$ cat src/hw/rtl/fmcrw_pkg.sv
`timescale 1ns / 1ps
// ----------------------------------------------------------------------------
// fmcrw_pkg: shared types and constants of the FM channel register writer
// Field widths, register bases, frequency conversion constants, the
// operator offset table and the level scaling function.
// ----------------------------------------------------------------------------
package fmcrw_pkg;

  // field widths
  localparam int CH_W    = 4;
  localparam int HZ_W    = 31;
  localparam int VOL_W   = 6;
  localparam int LVL_W   = 8;
  localparam int ADDR_W  = 8;
  localparam int DATA_W  = 8;
  localparam int OPOFF_W = 5;
  localparam int BLOCK_W = 5;
  localparam int FNUM_W  = 10;
  localparam int FREQ_W  = 32;

  // channel count of the synth
  localparam int NUM_CHANNELS = 9;

  // shadow register file
  localparam int                SHADOW_DEPTH = 256;
  localparam logic [DATA_W-1:0] SHADOW_INIT  = 8'hFC;

  // normalization thresholds: limit for a shift by 1, 2, 4 and 8
  localparam logic [FREQ_W-1:0] FREQ_LIM_1 = 32'd3125;
  localparam logic [FREQ_W-1:0] FREQ_LIM_2 = 32'd6250;
  localparam logic [FREQ_W-1:0] FREQ_LIM_4 = 32'd25000;
  localparam logic [FREQ_W-1:0] FREQ_LIM_8 = 32'd400000;

  // fnum = (f << 10) / 3125 as a reciprocal multiply, exact for f < 3125
  localparam int          RECIP_W    = 23;
  localparam int          DIVIN_W    = 22;
  localparam int          PROD_W     = DIVIN_W + RECIP_W;
  localparam logic [RECIP_W-1:0] FNUM_RECIP = 23'd5497559;
  localparam int          FNUM_SHIFT = 34;

  // register bases and bit masks
  localparam logic [ADDR_W-1:0] MOD_BASE    = 8'h40;
  localparam logic [ADDR_W-1:0] CAR_BASE    = 8'h43;
  localparam logic [ADDR_W-1:0] FLO_BASE    = 8'hA0;
  localparam logic [ADDR_W-1:0] FHI_BASE    = 8'hB0;
  localparam logic [DATA_W-1:0] KEYOFF_HI   = 8'hDF;
  localparam logic [DATA_W-1:0] BLOCK_MARK  = 8'h20;

  // retrigger mode codes
  localparam logic [1:0] RETRIG_ON_ONLY  = 2'd0;
  localparam logic [1:0] RETRIG_OFF_ON   = 2'd1;
  localparam logic [1:0] RETRIG_OFF_ONLY = 2'd2;

  // candidate write slots, in issue order
  localparam int NUM_CAND = 6;
  localparam int C_OFF_LO = 0;
  localparam int C_OFF_HI = 1;
  localparam int C_ON_LO  = 2;
  localparam int C_ON_HI  = 3;
  localparam int C_MOD    = 4;
  localparam int C_CAR    = 5;

  // classified channel update
  typedef struct packed {
    logic [CH_W-1:0]    channel;
    logic [OPOFF_W-1:0] op_off;
    logic               do_freq;
    logic               key_off;
    logic               key_on;
    logic               do_mod;
    logic               do_car;
    logic [HZ_W-1:0]    hz;
    logic [DATA_W-1:0]  mod_data;
    logic [DATA_W-1:0]  car_data;
  } cmd_t;

  // one candidate register write
  typedef struct packed {
    logic [ADDR_W-1:0] addr;
    logic [DATA_W-1:0] data;
    logic              last;
  } cand_t;

  // status of the shadow stage
  typedef struct packed {
    logic clearing;
  } shd_stat_t;

  // operator register offset of a channel
  function automatic logic [OPOFF_W-1:0] op_offset(input logic [CH_W-1:0] ch);
    logic [OPOFF_W-1:0] off;
    case (ch)
      4'd0:    off = 5'd0;
      4'd1:    off = 5'd1;
      4'd2:    off = 5'd2;
      4'd3:    off = 5'd8;
      4'd4:    off = 5'd9;
      4'd5:    off = 5'd10;
      4'd6:    off = 5'd16;
      4'd7:    off = 5'd17;
      4'd8:    off = 5'd18;
      default: off = 5'd0;
    endcase
    return off;
  endfunction

  // attenuate a total level byte by the channel volume, keep key-scale bits
  function automatic logic [DATA_W-1:0] scale_level(input logic [LVL_W-1:0] lvl,
                                                    input logic [VOL_W-1:0] vol);
    logic [5:0]  t;
    logic [6:0]  v;
    logic [12:0] prod;
    logic [5:0]  ts;
    t    = ~lvl[5:0];
    v    = (vol != 6'd0) ? ({1'b0, vol} + 7'd1) : 7'd0;
    prod = 13'(t) * 13'(v);
    ts   = (vol != 6'd63) ? prod[11:6] : t;
    return {lvl[7:6], ~ts};
  endfunction

endpackage

$ cat src/hw/rtl/fm_channel_register_writer.sv
`timescale 1ns / 1ps
// ----------------------------------------------------------------------------
// fm_channel_register_writer: FM channel update to synth register writes
// Results: a write is shown once the next write of the update or its end
//   is known; the first result of an update comes later when a frequency
//   is sent or leading writes are suppressed.
// Sequencing: the back-end sequencer holds one update at a time, through
//   the load, the halving steps and the multiply when a frequency is sent,
//   then one candidate write (up to 6) per step, held while results stall.
// Reset: synchronous; afterwards full stays high while the shadow register
//   file is swept to 0xFC.
// ----------------------------------------------------------------------------
module fm_channel_register_writer #(
  parameter int OUT_DEPTH = 4
) (
  input  logic                          clk,
  input  logic                          rst,
  input  logic                          push,
  output logic                          full,
  input  logic [fmcrw_pkg::CH_W-1:0]    channel,
  input  logic                          freq_pending,
  input  logic [fmcrw_pkg::HZ_W-1:0]    hz,
  input  logic [1:0]                    retrig_mode,
  input  logic                          vol_update,
  input  logic                          has_instrument,
  input  logic [fmcrw_pkg::VOL_W-1:0]   volume,
  input  logic [fmcrw_pkg::LVL_W-1:0]   mod_level,
  input  logic [fmcrw_pkg::LVL_W-1:0]   car_level,
  input  logic                          additive,
  output logic                          empty,
  input  logic                          pop,
  output logic [fmcrw_pkg::ADDR_W-1:0]  reg_addr,
  output logic [fmcrw_pkg::DATA_W-1:0]  reg_data,
  output logic                          last_write
);
  import fmcrw_pkg::*;

  shd_stat_t stat;
  logic      cmd_valid;
  cmd_t      cmd;
  logic      cmd_pop;
  logic      cand_valid;
  cand_t     cand;
  logic      cand_ready;

  // intake and classification
  fmcrw_front u_front (
    .clk            (clk),
    .rst            (rst),
    .push           (push),
    .full           (full),
    .channel        (channel),
    .freq_pending   (freq_pending),
    .hz             (hz),
    .retrig_mode    (retrig_mode),
    .vol_update     (vol_update),
    .has_instrument (has_instrument),
    .volume         (volume),
    .mod_level      (mod_level),
    .car_level      (car_level),
    .additive       (additive),
    .stat           (stat),
    .cmd_valid      (cmd_valid),
    .cmd            (cmd),
    .cmd_pop        (cmd_pop)
  );

  // frequency conversion and write sequencing
  fmcrw_exec u_exec (
    .clk        (clk),
    .rst        (rst),
    .cmd_valid  (cmd_valid),
    .cmd        (cmd),
    .cmd_pop    (cmd_pop),
    .cand_valid (cand_valid),
    .cand       (cand),
    .cand_ready (cand_ready)
  );

  // shadow filter and result queue
  fmcrw_shadow #(
    .OUT_DEPTH (OUT_DEPTH)
  ) u_shadow (
    .clk        (clk),
    .rst        (rst),
    .cand_valid (cand_valid),
    .cand       (cand),
    .cand_ready (cand_ready),
    .stat       (stat),
    .pop        (pop),
    .empty      (empty),
    .reg_addr   (reg_addr),
    .reg_data   (reg_data),
    .last_write (last_write)
  );

  // no candidate may reach the shadow while it is being swept
  a_no_issue_while_clearing: assert property (@(posedge clk) disable iff (rst)
    stat.clearing |-> !(cand_valid && cand_ready))
    else $error("candidate transfer during shadow clearing");

  // a stalled candidate is held by the sequencer
  a_cand_hold: assert property (@(posedge clk) disable iff (rst)
    cand_valid && !cand_ready |=> cand_valid && $stable(cand))
    else $error("candidate changed while stalled");

  // the sequencer takes commands only from a non-empty queue
  a_cmd_pop_valid: assert property (@(posedge clk) disable iff (rst)
    cmd_pop |-> cmd_valid)
    else $error("command taken from empty queue");

endmodule

$ cat src/hw/rtl/fmcrw_ram.sv
`timescale 1ns / 1ps
// ----------------------------------------------------------------------------
// fmcrw_ram: generic single-port-write, single-port-read RAM
// One write and one read per cycle, read data registered (old data on a
// read of the address being written).
// ----------------------------------------------------------------------------
module fmcrw_ram #(
  parameter int WIDTH = 8,
  parameter int DEPTH = 256
) (
  input  logic                     clk,
  input  logic                     we,
  input  logic [$clog2(DEPTH)-1:0] waddr,
  input  logic [WIDTH-1:0]         wdata,
  input  logic [$clog2(DEPTH)-1:0] raddr,
  output logic [WIDTH-1:0]         rdata
);

  logic [WIDTH-1:0] mem [DEPTH];

  // write port
  always_ff @(posedge clk) begin
    if (we) begin
      mem[waddr] <= wdata;
    end
  end

  // registered read port
  always_ff @(posedge clk) begin
    rdata <= mem[raddr];
  end

endmodule

$ cat src/hw/rtl/fmcrw_front.sv
`timescale 1ns / 1ps
// ----------------------------------------------------------------------------
// fmcrw_front: item intake and classification
// Checks the channel, decides which writes an update needs, scales the
// operator levels and queues the result for the back end.
// ----------------------------------------------------------------------------
module fmcrw_front (
  input  logic                          clk,
  input  logic                          rst,
  input  logic                          push,
  output logic                          full,
  input  logic [fmcrw_pkg::CH_W-1:0]    channel,
  input  logic                          freq_pending,
  input  logic [fmcrw_pkg::HZ_W-1:0]    hz,
  input  logic [1:0]                    retrig_mode,
  input  logic                          vol_update,
  input  logic                          has_instrument,
  input  logic [fmcrw_pkg::VOL_W-1:0]   volume,
  input  logic [fmcrw_pkg::LVL_W-1:0]   mod_level,
  input  logic [fmcrw_pkg::LVL_W-1:0]   car_level,
  input  logic                          additive,
  input  fmcrw_pkg::shd_stat_t          stat,
  output logic                          cmd_valid,
  output fmcrw_pkg::cmd_t               cmd,
  input  logic                          cmd_pop
);
  import fmcrw_pkg::*;

  localparam int QDEPTH = 2;
  localparam int QPW    = $clog2(QDEPTH);
  localparam int QCW    = $clog2(QDEPTH + 1);

  cmd_t           queue [QDEPTH];
  logic [QPW-1:0] wr_ptr;
  logic [QPW-1:0] rd_ptr;
  logic [QCW-1:0] count;

  cmd_t new_cmd;
  logic ch_ok;
  logic lvl_ok;
  logic accept;
  logic store;

  // classify the incoming update
  always_comb begin
    ch_ok            = channel < CH_W'(NUM_CHANNELS);
    lvl_ok           = ch_ok & vol_update & has_instrument;
    new_cmd.channel  = channel;
    new_cmd.op_off   = op_offset(channel);
    new_cmd.do_freq  = ch_ok & freq_pending;
    new_cmd.key_off  = retrig_mode != RETRIG_ON_ONLY;
    new_cmd.key_on   = retrig_mode != RETRIG_OFF_ONLY;
    new_cmd.do_mod   = lvl_ok & additive;
    new_cmd.do_car   = lvl_ok;
    new_cmd.hz       = hz;
    new_cmd.mod_data = scale_level(mod_level, volume);
    new_cmd.car_data = scale_level(car_level, volume);
  end

  // updates with nothing to write are dropped here
  assign full   = stat.clearing | (count == QCW'(QDEPTH));
  assign accept = push & ~full;
  assign store  = accept & (new_cmd.do_freq | new_cmd.do_car);

  // command queue toward the back end
  always_ff @(posedge clk) begin
    if (store) begin
      queue[wr_ptr] <= new_cmd;
    end
  end

  always_ff @(posedge clk) begin
    if (rst) begin
      wr_ptr <= '0;
      rd_ptr <= '0;
      count  <= '0;
    end else begin
      if (store) begin
        wr_ptr <= (wr_ptr == QPW'(QDEPTH - 1)) ? '0 : wr_ptr + 1'b1;
      end
      if (cmd_pop) begin
        rd_ptr <= (rd_ptr == QPW'(QDEPTH - 1)) ? '0 : rd_ptr + 1'b1;
      end
      case ({store, cmd_pop})
        2'b10:   count <= count + 1'b1;
        2'b01:   count <= count - 1'b1;
        default: count <= count;
      endcase
    end
  end

  assign cmd_valid = count != '0;
  assign cmd       = queue[rd_ptr];

endmodule

$ cat src/hw/rtl/fmcrw_exec.sv
`timescale 1ns / 1ps
// ----------------------------------------------------------------------------
// fmcrw_exec: back end sequencer
// Normalizes the frequency into block and fnum, then issues the candidate
// register writes of one update in order, one per cycle unless the filter stalls.
// ----------------------------------------------------------------------------
module fmcrw_exec (
  input  logic               clk,
  input  logic               rst,
  input  logic               cmd_valid,
  input  fmcrw_pkg::cmd_t    cmd,
  output logic               cmd_pop,
  output logic               cand_valid,
  output fmcrw_pkg::cand_t   cand,
  input  logic               cand_ready
);
  import fmcrw_pkg::*;

  typedef enum logic [3:0] {
    ST_IDLE  = 4'b0001,
    ST_NORM  = 4'b0010,
    ST_MUL   = 4'b0100,
    ST_ISSUE = 4'b1000
  } state_t;

  state_t              state;
  cmd_t                cur;
  logic [NUM_CAND-1:0] mask;
  logic [FREQ_W-1:0]   f;
  logic [BLOCK_W-1:0]  blk;
  logic [PROD_W-1:0]   prod;
  logic [DATA_W-1:0]   note_lo;
  logic [DATA_W-1:0]   note_hi;

  logic [NUM_CAND-1:0] pick;
  logic [NUM_CAND-1:0] rest;
  logic [ADDR_W-1:0]   slot_addr [NUM_CAND];
  logic [DATA_W-1:0]   slot_data [NUM_CAND];
  logic [FNUM_W-1:0]   fnum;
  logic                issue;

  assign cmd_pop = (state == ST_IDLE) & cmd_valid;
  assign fnum    = prod[FNUM_SHIFT +: FNUM_W];

  // candidate table of the current update
  always_comb begin
    slot_addr[C_OFF_LO] = FLO_BASE + ADDR_W'(cur.channel);
    slot_addr[C_OFF_HI] = FHI_BASE + ADDR_W'(cur.channel);
    slot_addr[C_ON_LO]  = FLO_BASE + ADDR_W'(cur.channel);
    slot_addr[C_ON_HI]  = FHI_BASE + ADDR_W'(cur.channel);
    slot_addr[C_MOD]    = MOD_BASE + ADDR_W'(cur.op_off);
    slot_addr[C_CAR]    = CAR_BASE + ADDR_W'(cur.op_off);
    slot_data[C_OFF_LO] = note_lo;
    slot_data[C_OFF_HI] = note_hi & KEYOFF_HI;
    slot_data[C_ON_LO]  = note_lo;
    slot_data[C_ON_HI]  = note_hi;
    slot_data[C_MOD]    = cur.mod_data;
    slot_data[C_CAR]    = cur.car_data;
  end

  // lowest pending slot goes next
  always_comb begin
    pick      = mask & (~mask + 1'b1);
    rest      = mask & ~pick;
    cand.addr = '0;
    cand.data = '0;
    for (int i = 0; i < NUM_CAND; i++) begin
      if (pick[i]) begin
        cand.addr = slot_addr[i];
        cand.data = slot_data[i];
      end
    end
    cand.last = rest == '0;
  end

  assign cand_valid = state == ST_ISSUE;
  assign issue      = cand_valid & cand_ready;

  // sequencer
  always_ff @(posedge clk) begin
    if (rst) begin
      state <= ST_IDLE;
    end else begin
      case (state)
        ST_IDLE: begin
          if (cmd_valid) begin
            state <= cmd.do_freq ? ST_NORM : ST_ISSUE;
          end
        end
        ST_NORM: begin
          if (f < FREQ_LIM_1) begin
            state <= ST_MUL;
          end
        end
        ST_MUL: begin
          state <= ST_ISSUE;
        end
        ST_ISSUE: begin
          if (issue && cand.last) begin
            state <= ST_IDLE;
          end
        end
        default: state <= ST_IDLE;
      endcase
    end
  end

  // datapath: load, normalize by up to eight halvings a cycle, divide
  always_ff @(posedge clk) begin
    case (state)
      ST_IDLE: begin
        if (cmd_valid) begin
          cur  <= cmd;
          mask <= {cmd.do_car, cmd.do_mod,
                   {2{cmd.do_freq & cmd.key_on}},
                   {2{cmd.do_freq & cmd.key_off}}};
          f    <= {cmd.hz, 1'b0};
          blk  <= '0;
        end
      end
      ST_NORM: begin
        if (f >= FREQ_LIM_8) begin
          f   <= f >> 8;
          blk <= blk + 5'd8;
        end else if (f >= FREQ_LIM_4) begin
          f   <= f >> 4;
          blk <= blk + 5'd4;
        end else if (f >= FREQ_LIM_2) begin
          f   <= f >> 2;
          blk <= blk + 5'd2;
        end else if (f >= FREQ_LIM_1) begin
          f   <= f >> 1;
          blk <= blk + 5'd1;
        end else begin
          prod <= PROD_W'({f[11:0], 10'b0}) * PROD_W'(FNUM_RECIP);
        end
      end
      ST_MUL: begin
        note_lo <= fnum[7:0];
        note_hi <= {1'b0, blk, 2'b00} | BLOCK_MARK | {6'b0, fnum[9:8]};
      end
      ST_ISSUE: begin
        if (issue) begin
          mask <= rest;
        end
      end
      default: begin
        mask <= mask;
      end
    endcase
  end

endmodule

$ cat src/hw/rtl/fmcrw_shadow.sv
`timescale 1ns / 1ps
// ----------------------------------------------------------------------------
// fmcrw_shadow: write filter and result queue
// Compares each candidate with the shadow register file, drops repeats,
// marks the final write of an update and queues the results.
// ----------------------------------------------------------------------------
module fmcrw_shadow #(
  parameter int OUT_DEPTH = 4
) (
  input  logic                           clk,
  input  logic                           rst,
  input  logic                           cand_valid,
  input  fmcrw_pkg::cand_t               cand,
  output logic                           cand_ready,
  output fmcrw_pkg::shd_stat_t           stat,
  input  logic                           pop,
  output logic                           empty,
  output logic [fmcrw_pkg::ADDR_W-1:0]   reg_addr,
  output logic [fmcrw_pkg::DATA_W-1:0]   reg_data,
  output logic                           last_write
);
  import fmcrw_pkg::*;

  localparam int PW = $clog2(OUT_DEPTH);
  localparam int CW = $clog2(OUT_DEPTH + 1);
  localparam int SW = $clog2(SHADOW_DEPTH);

  // clearing pass
  logic          clearing;
  logic [SW-1:0] clr_idx;

  // compare stage and forwarding of the previous write
  logic              c_valid;
  cand_t             c;
  logic              fw_valid;
  logic [ADDR_W-1:0] fw_addr;
  logic [DATA_W-1:0] fw_data;
  logic [DATA_W-1:0] rdata;
  logic [DATA_W-1:0] old_data;
  logic              wr_new;

  // result held until the next result or the end of the update
  logic  pend_valid;
  cand_t pend;
  logic  push_pend;
  cand_t push_item;

  // result queue
  cand_t         fifo [OUT_DEPTH];
  logic [PW-1:0] wr_ptr;
  logic [PW-1:0] rd_ptr;
  logic [CW-1:0] count;
  logic          do_pop;
  logic [CW+1:0] outstanding;

  logic              ram_we;
  logic [SW-1:0]     ram_waddr;
  logic [DATA_W-1:0] ram_wdata;

  assign stat.clearing = clearing;

  // shadow memory, swept to its reset value after reset
  assign ram_we    = clearing | wr_new;
  assign ram_waddr = clearing ? clr_idx : SW'(c.addr);
  assign ram_wdata = clearing ? SHADOW_INIT : c.data;

  fmcrw_ram #(
    .WIDTH (DATA_W),
    .DEPTH (SHADOW_DEPTH)
  ) u_ram (
    .clk   (clk),
    .we    (ram_we),
    .waddr (ram_waddr),
    .wdata (ram_wdata),
    .raddr (SW'(cand.addr)),
    .rdata (rdata)
  );

  always_ff @(posedge clk) begin
    if (rst) begin
      clearing <= 1'b1;
      clr_idx  <= '0;
    end else if (clearing) begin
      clr_idx <= clr_idx + 1'b1;
      if (clr_idx == SW'(SHADOW_DEPTH - 1)) begin
        clearing <= 1'b0;
      end
    end
  end

  // issue only when every result in flight still has a queue slot
  assign outstanding = (CW+2)'(count) + (CW+2)'(c_valid) + (CW+2)'(pend_valid)
                     + (CW+2)'(1);
  assign cand_ready  = ~clearing & (outstanding <= (CW+2)'(OUT_DEPTH));

  // compare with the shadow, the write of the previous cycle wins
  assign old_data = (fw_valid && fw_addr == c.addr) ? fw_data : rdata;
  assign wr_new   = c_valid & (old_data != c.data);

  always_ff @(posedge clk) begin
    if (rst) begin
      c_valid  <= 1'b0;
      fw_valid <= 1'b0;
    end else begin
      c_valid  <= cand_valid & cand_ready;
      fw_valid <= wr_new;
    end
  end

  always_ff @(posedge clk) begin
    c       <= cand;
    fw_addr <= c.addr;
    fw_data <= c.data;
  end

  // final-write marking
  assign push_pend = pend_valid & (pend.last | wr_new | (c_valid & c.last));

  always_comb begin
    push_item      = pend;
    push_item.last = pend.last | (c_valid & c.last & ~wr_new);
  end

  always_ff @(posedge clk) begin
    if (rst) begin
      pend_valid <= 1'b0;
    end else if (wr_new) begin
      pend_valid <= 1'b1;
    end else if (push_pend) begin
      pend_valid <= 1'b0;
    end
  end

  always_ff @(posedge clk) begin
    if (wr_new) begin
      pend <= c;
    end
  end

  // result queue transfer
  assign do_pop = pop & ~empty;

  always_ff @(posedge clk) begin
    if (push_pend) begin
      fifo[wr_ptr] <= push_item;
    end
  end

  always_ff @(posedge clk) begin
    if (rst) begin
      wr_ptr <= '0;
      rd_ptr <= '0;
      count  <= '0;
    end else begin
      if (push_pend) begin
        wr_ptr <= (wr_ptr == PW'(OUT_DEPTH - 1)) ? '0 : wr_ptr + 1'b1;
      end
      if (do_pop) begin
        rd_ptr <= (rd_ptr == PW'(OUT_DEPTH - 1)) ? '0 : rd_ptr + 1'b1;
      end
      case ({push_pend, do_pop})
        2'b10:   count <= count + 1'b1;
        2'b01:   count <= count - 1'b1;
        default: count <= count;
      endcase
    end
  end

  assign empty      = count == '0;
  assign reg_addr   = fifo[rd_ptr].addr;
  assign reg_data   = fifo[rd_ptr].data;
  assign last_write = fifo[rd_ptr].last;

endmodule
$ cat config.mk
export PLATFORM = sky130hd
export DESIGN_NAME = fm_channel_register_writer
export DESIGN_NICKNAME = d
export VERILOG_FILES = /design/src/hw/rtl/fmcrw_pkg.sv /design/src/hw/rtl/fm_channel_register_writer.sv /design/src/hw/rtl/fmcrw_ram.sv /design/src/hw/rtl/fmcrw_front.sv /design/src/hw/rtl/fmcrw_exec.sv /design/src/hw/rtl/fmcrw_shadow.sv
export SDC_FILE = /design/constraint.sdc
export NUM_CORES = 2
export LEC_CHECK = 0
export ABC_CLOCK_PERIOD_IN_PS = 8300
export BUFFER_PORTS_ARGS = -buffer_cell sky130_fd_sc_hd__buf_2
export CELL_PAD_IN_SITES_DETAIL_PLACEMENT = 2
export CELL_PAD_IN_SITES_GLOBAL_PLACEMENT = 2
export CORE_AREA = 2 2 334 336
export CTS_BUF_LIST = sky130_fd_sc_hd__clkbuf_16
export DETAILED_ROUTE_END_ITERATION = 16
export DIE_AREA = 0 0 336 338
export PLACE_DENSITY = 0.76
export SYNTH_ARGS = -nofsm -noshare
export SYNTH_HDL_FRONTEND = slang
export SYNTH_SLANG_ARGS = --single-unit
$ cat constraint.sdc
create_clock -name clk -period 8.3 [get_ports clk]
set_input_delay 1.66 -clock clk [delete_from_list [all_inputs] [get_ports clk]]
set_output_delay 1.66 -clock clk [all_outputs]
set_load 0.1 [all_outputs]
==> results.yml <==
global_route:
  grt_pass1_wl_mm: 200
  gr-total-overflow: 0
  grt_usage_pct: 23.9
  antenna_found_initial: 5
  grt_pass1_vias: 29700
  grt_max_degree: 91
power:
  comb_power_share_pct: 23.4
  p_int_uw: 8970
  leakage_uw: 0.0171
  p_sw_uw: 3870
  switching_share_pct: 30.1
  vdd_drop_max_uv: 173
  seq_power_share_pct: 41.4
  p_per_area_nw_per_um2: 261
  clkPwrFrac_pct: 35.2
layout:
  final_area_sq_um: 49300
  drive_gt1_share_pct: 15.9
  fin_util_pct: 44.8
  num_antenna_cells: 0
  syn_to_final_growth_pct: 12.6
  finalNetCount: 3454
  final_common_cell: "edfxtp_1"
  final_cell_mix: "edfxtp_1, inv_1, nor2_1"
worst_setup_path:
  critPathMaxFanout: 12
  crit_chain: "inv_1 -> ha_1 -> inv_1 -> fa_1 -> inv_1 -> fa_1 -> fa_1 -> fa_1 -> inv_1 -> ha_1 -> a21oi_1 -> o21a_1 -> o21a_1 -> a21oi_1 -> o41ai_1 -> o21ai_0 -> o41ai_1 -> xnor2_1"
  slowest_delay_ns: 0.95
  r2r_end: "u_exec.prod[43]"
  crit_path_start_kind: "flip-flop"
  startpoint: "u_exec.f[8]"
  worstPathArrival_ns: 7.12
  crit_slowest_cell: "o41ai_1"
  r2r_setup_slack_ns: 1.61
  crit_type: "flip-flop to flip-flop"
  end_kind: "flip-flop"
  worstReg2RegStart: "u_exec.f[8]"
  critPathRequiredTime_ns: 8.73
  critPathCapture: "u_exec.prod[43]"
  critPathBufInv: 4
  r2r_cells: 18
  crit_cells: 18
  cp_top_family: "adder cells"
clock_tree:
  h-tree-depth: 3
  cts_made_buffers: 100
  clock_latency_ns: 0.72
  clock-sinks: 932
  cts_tree: "done"
  cts.clk_slew.worst_paths_ns: 0.07
  postCtsSetupBuffers: 0
  ctsRootBufferMaster: "clkbuf_16"
  postCtsHoldBufs: 0
  cts-resized-gates: 0
  cts_max_path_buffers: 3
run_status:
  status: "finished clean"
drt:
  drtIter0Drc: 1998
  drc: 0
  wl_per_cell_microns: 28.7
  vias: 26100
  totalWireLength_mm: 134
  via_per_inst: 5.61
  postRouteAntennaNets: 0
  first_pass_iters: 7
sta:
  report.final.slew_viol_count: 0
  relSlewSlack_pct: 18.7
  fmax_mhz: 149
  tns_ns: 0
  fin_skew_ns: 0.0440
  tightestPinTransition_ns: 1.19
  whs_ns: 0.395
  rsz0062_at_grt: "no"
  layout_setup_ws_ns: 1.61
  setup-violations-final: 0
  min_period_over_period_pct: 80.6
  hold_viol_final: 0
  layout_min_cycle_time_ns: 6.69
synthesis:
  synth-simple-area-share_pct: 7.30
  synth-edff-count: 863
  synth_compound_area_share_pct: 5.85
  synth_top_family_by_area: "adder cells"
  ys_ff_latch: 932
  synthAdderAreaFrac_pct: 10.9
  synth.top_cell.area_share_pct: 59.3
  ys_seq_area_share_pct: 62.4
  syn_area_sq_um: 43700
  synthDistinctLibCells: 79
  syn-instance-count: 2951
  synth-main-ff-cell: "edfxtp_1"
  synth_area_leaders: "edfxtp_1, mux4_2, fa_1, ha_1, dfxtp_1"
  muxShareOfSynthArea_pct: 8.77
  synth-xor-area-share_pct: 1.20
  yosysTopAreaCell: "edfxtp_1"
  avgSynthCellArea_sq_um: 14.8
  synthArstFlopShare_pct: 0
  ys.warnings.count: 0
  synth_nets: 3324
floorplanning:
  coreArea_sq_um: 110000
  dieArea_sq_um: 114000
  die_h_microns: 338
  num_io_pins: 86
  die_w_microns: 336
  num_rows: 122
  initial_utilization_pct: 39.7
placed_design:
  io_buffers: 85
  gp_congestion: 0.880
  place_area_sq_um: 46000
  place_ws_ns: 1.61
  dp_hpwl_mm: 91.2
worst_hold_path:
  worstHoldStart: "u_shadow.c[8]"
  hold_class: "flip-flop to flip-flop"
job:
  maxCapViolCount: 0
-- stage by stage --
step,instances,power (uW)
floorplan,2951,7370
detailed placement,4467,8370
global route,4654,13500
finish,4654,12800
CTS,4654,13000
global placement,4467,8080
-- cells in the mapped netlist (all sizes together) (40+ instances only) --
| library cell | instances |
|---|---|
| a21oi | 75 |
| a22oi | 40 |
| buf | 50 |
| clkbuf | 61 |
| dfxtp | 69 |
| edfxtp | 863 |
| fa | 127 |
| ha | 179 |
| inv | 256 |
| mux2i | 93 |
| mux4 | 114 |
| nand2 | 183 |
| nand3 | 51 |
| nor2 | 196 |
| o21ai | 65 |
| or2 | 45 |
-- flip-flops by register name (all words and copies together), names as in the netlist, 3 cells and up, named ones only --
register / count
u_shadow.fw_data: 8
u_exec.prod: 10
u_shadow.clr_idx: 8
u_shadow.c: 16
u_shadow.fifo: 64
u_exec.f: 32
u_shadow.fw_addr: 7
u_exec.mask: 6
u_exec.blk: 5
u_exec.note_lo: 8
u_shadow.pend: 16
u_shadow.u_ram.rdata: 8
u_shadow.count: 3
u_exec.cur: 24
u_shadow.u_ram.mem: 572
u_exec.note_hi: 6
u_front.queue: 120
u_exec.state: 4
-- worst reg2reg max path: stages, from the launching register on --
cell      delay, ns
edfxtp_1       0.75
inv_1          0.24
ha_1           0.39
inv_1          0.09
fa_1           0.53
inv_1          0.07
fa_1           0.48
fa_1           0.52
fa_1           0.56
inv_1          0.05
ha_1           0.33
a21oi_1        0.20
o21a_1         0.15
o21a_1         0.14
a21oi_1        0.11
o41ai_1        0.95
o21ai_0        0.30
o41ai_1        0.44
xnor2_1        0.14
-- metal layers --
layer | global-route usage (%) | up-vias | wire length, microns
met1 | 29.2 | 13900 | 52900
met4 | 7.93 | 2 | 4630
li1 | - | 11300 | -
met5 | 0 | - | 10
met3 | 3.47 | 235 | 6360
met2 | 43.3 | 748 | 69900
-- worst min-delay path by stage --
| stage | endpoint | slack [ns] | depth (start not counted) |
|---|---|---|---|
| after floorplan | u_shadow.fw_data[2] | 0.37 | 0 |
| after global placement | u_shadow.fw_data[2] | 0.40 | 0 |
| after detailed placement | u_shadow.fw_data[7] | 0.40 | 0 |
| after CTS | u_shadow.fw_data[7] | 0.40 | 0 |
| after global routing | u_shadow.fw_data[7] | 0.42 | 0 |
| final | u_shadow.fw_data[7] | 0.39 | 0 |
-- power by group through the flow --
stage                     sequential [uW]  clock [uW]  combinational, uW
after floorplan                      5370           0               2000
final                                5320        4520               3000
after detailed placement             5420           0               2960
after global routing                 5320        4760               3370
after global placement               5410           0               2670
after CTS                            5320        4600               3050
-- cell families after synthesis --
family | after synthesis
XOR/XNOR | 60
multiplexers | 237
AND/OR/NAND/NOR | 667
adder cells (fa/ha/maj) | 306
buffers and inverters | 369
AO/OA/AOI/OAI | 380
flip-flops | 932
-- layout make-up --
| type | instances | area (sq um) |
|---|---|---|
| inverters | 258 | 971 |
| clock buffers | 100 | 2500 |
| flip-flops and latches | 932 | 27300 |
| multi-input cells | 1650 | 15000 |
| fillers | 10500 | 60800 |
| repair buffers | 139 | 843 |
| well taps | 1488 | 1860 |
| clock inverters | 87 | 791 |
(Power assumes the default switching activity.)
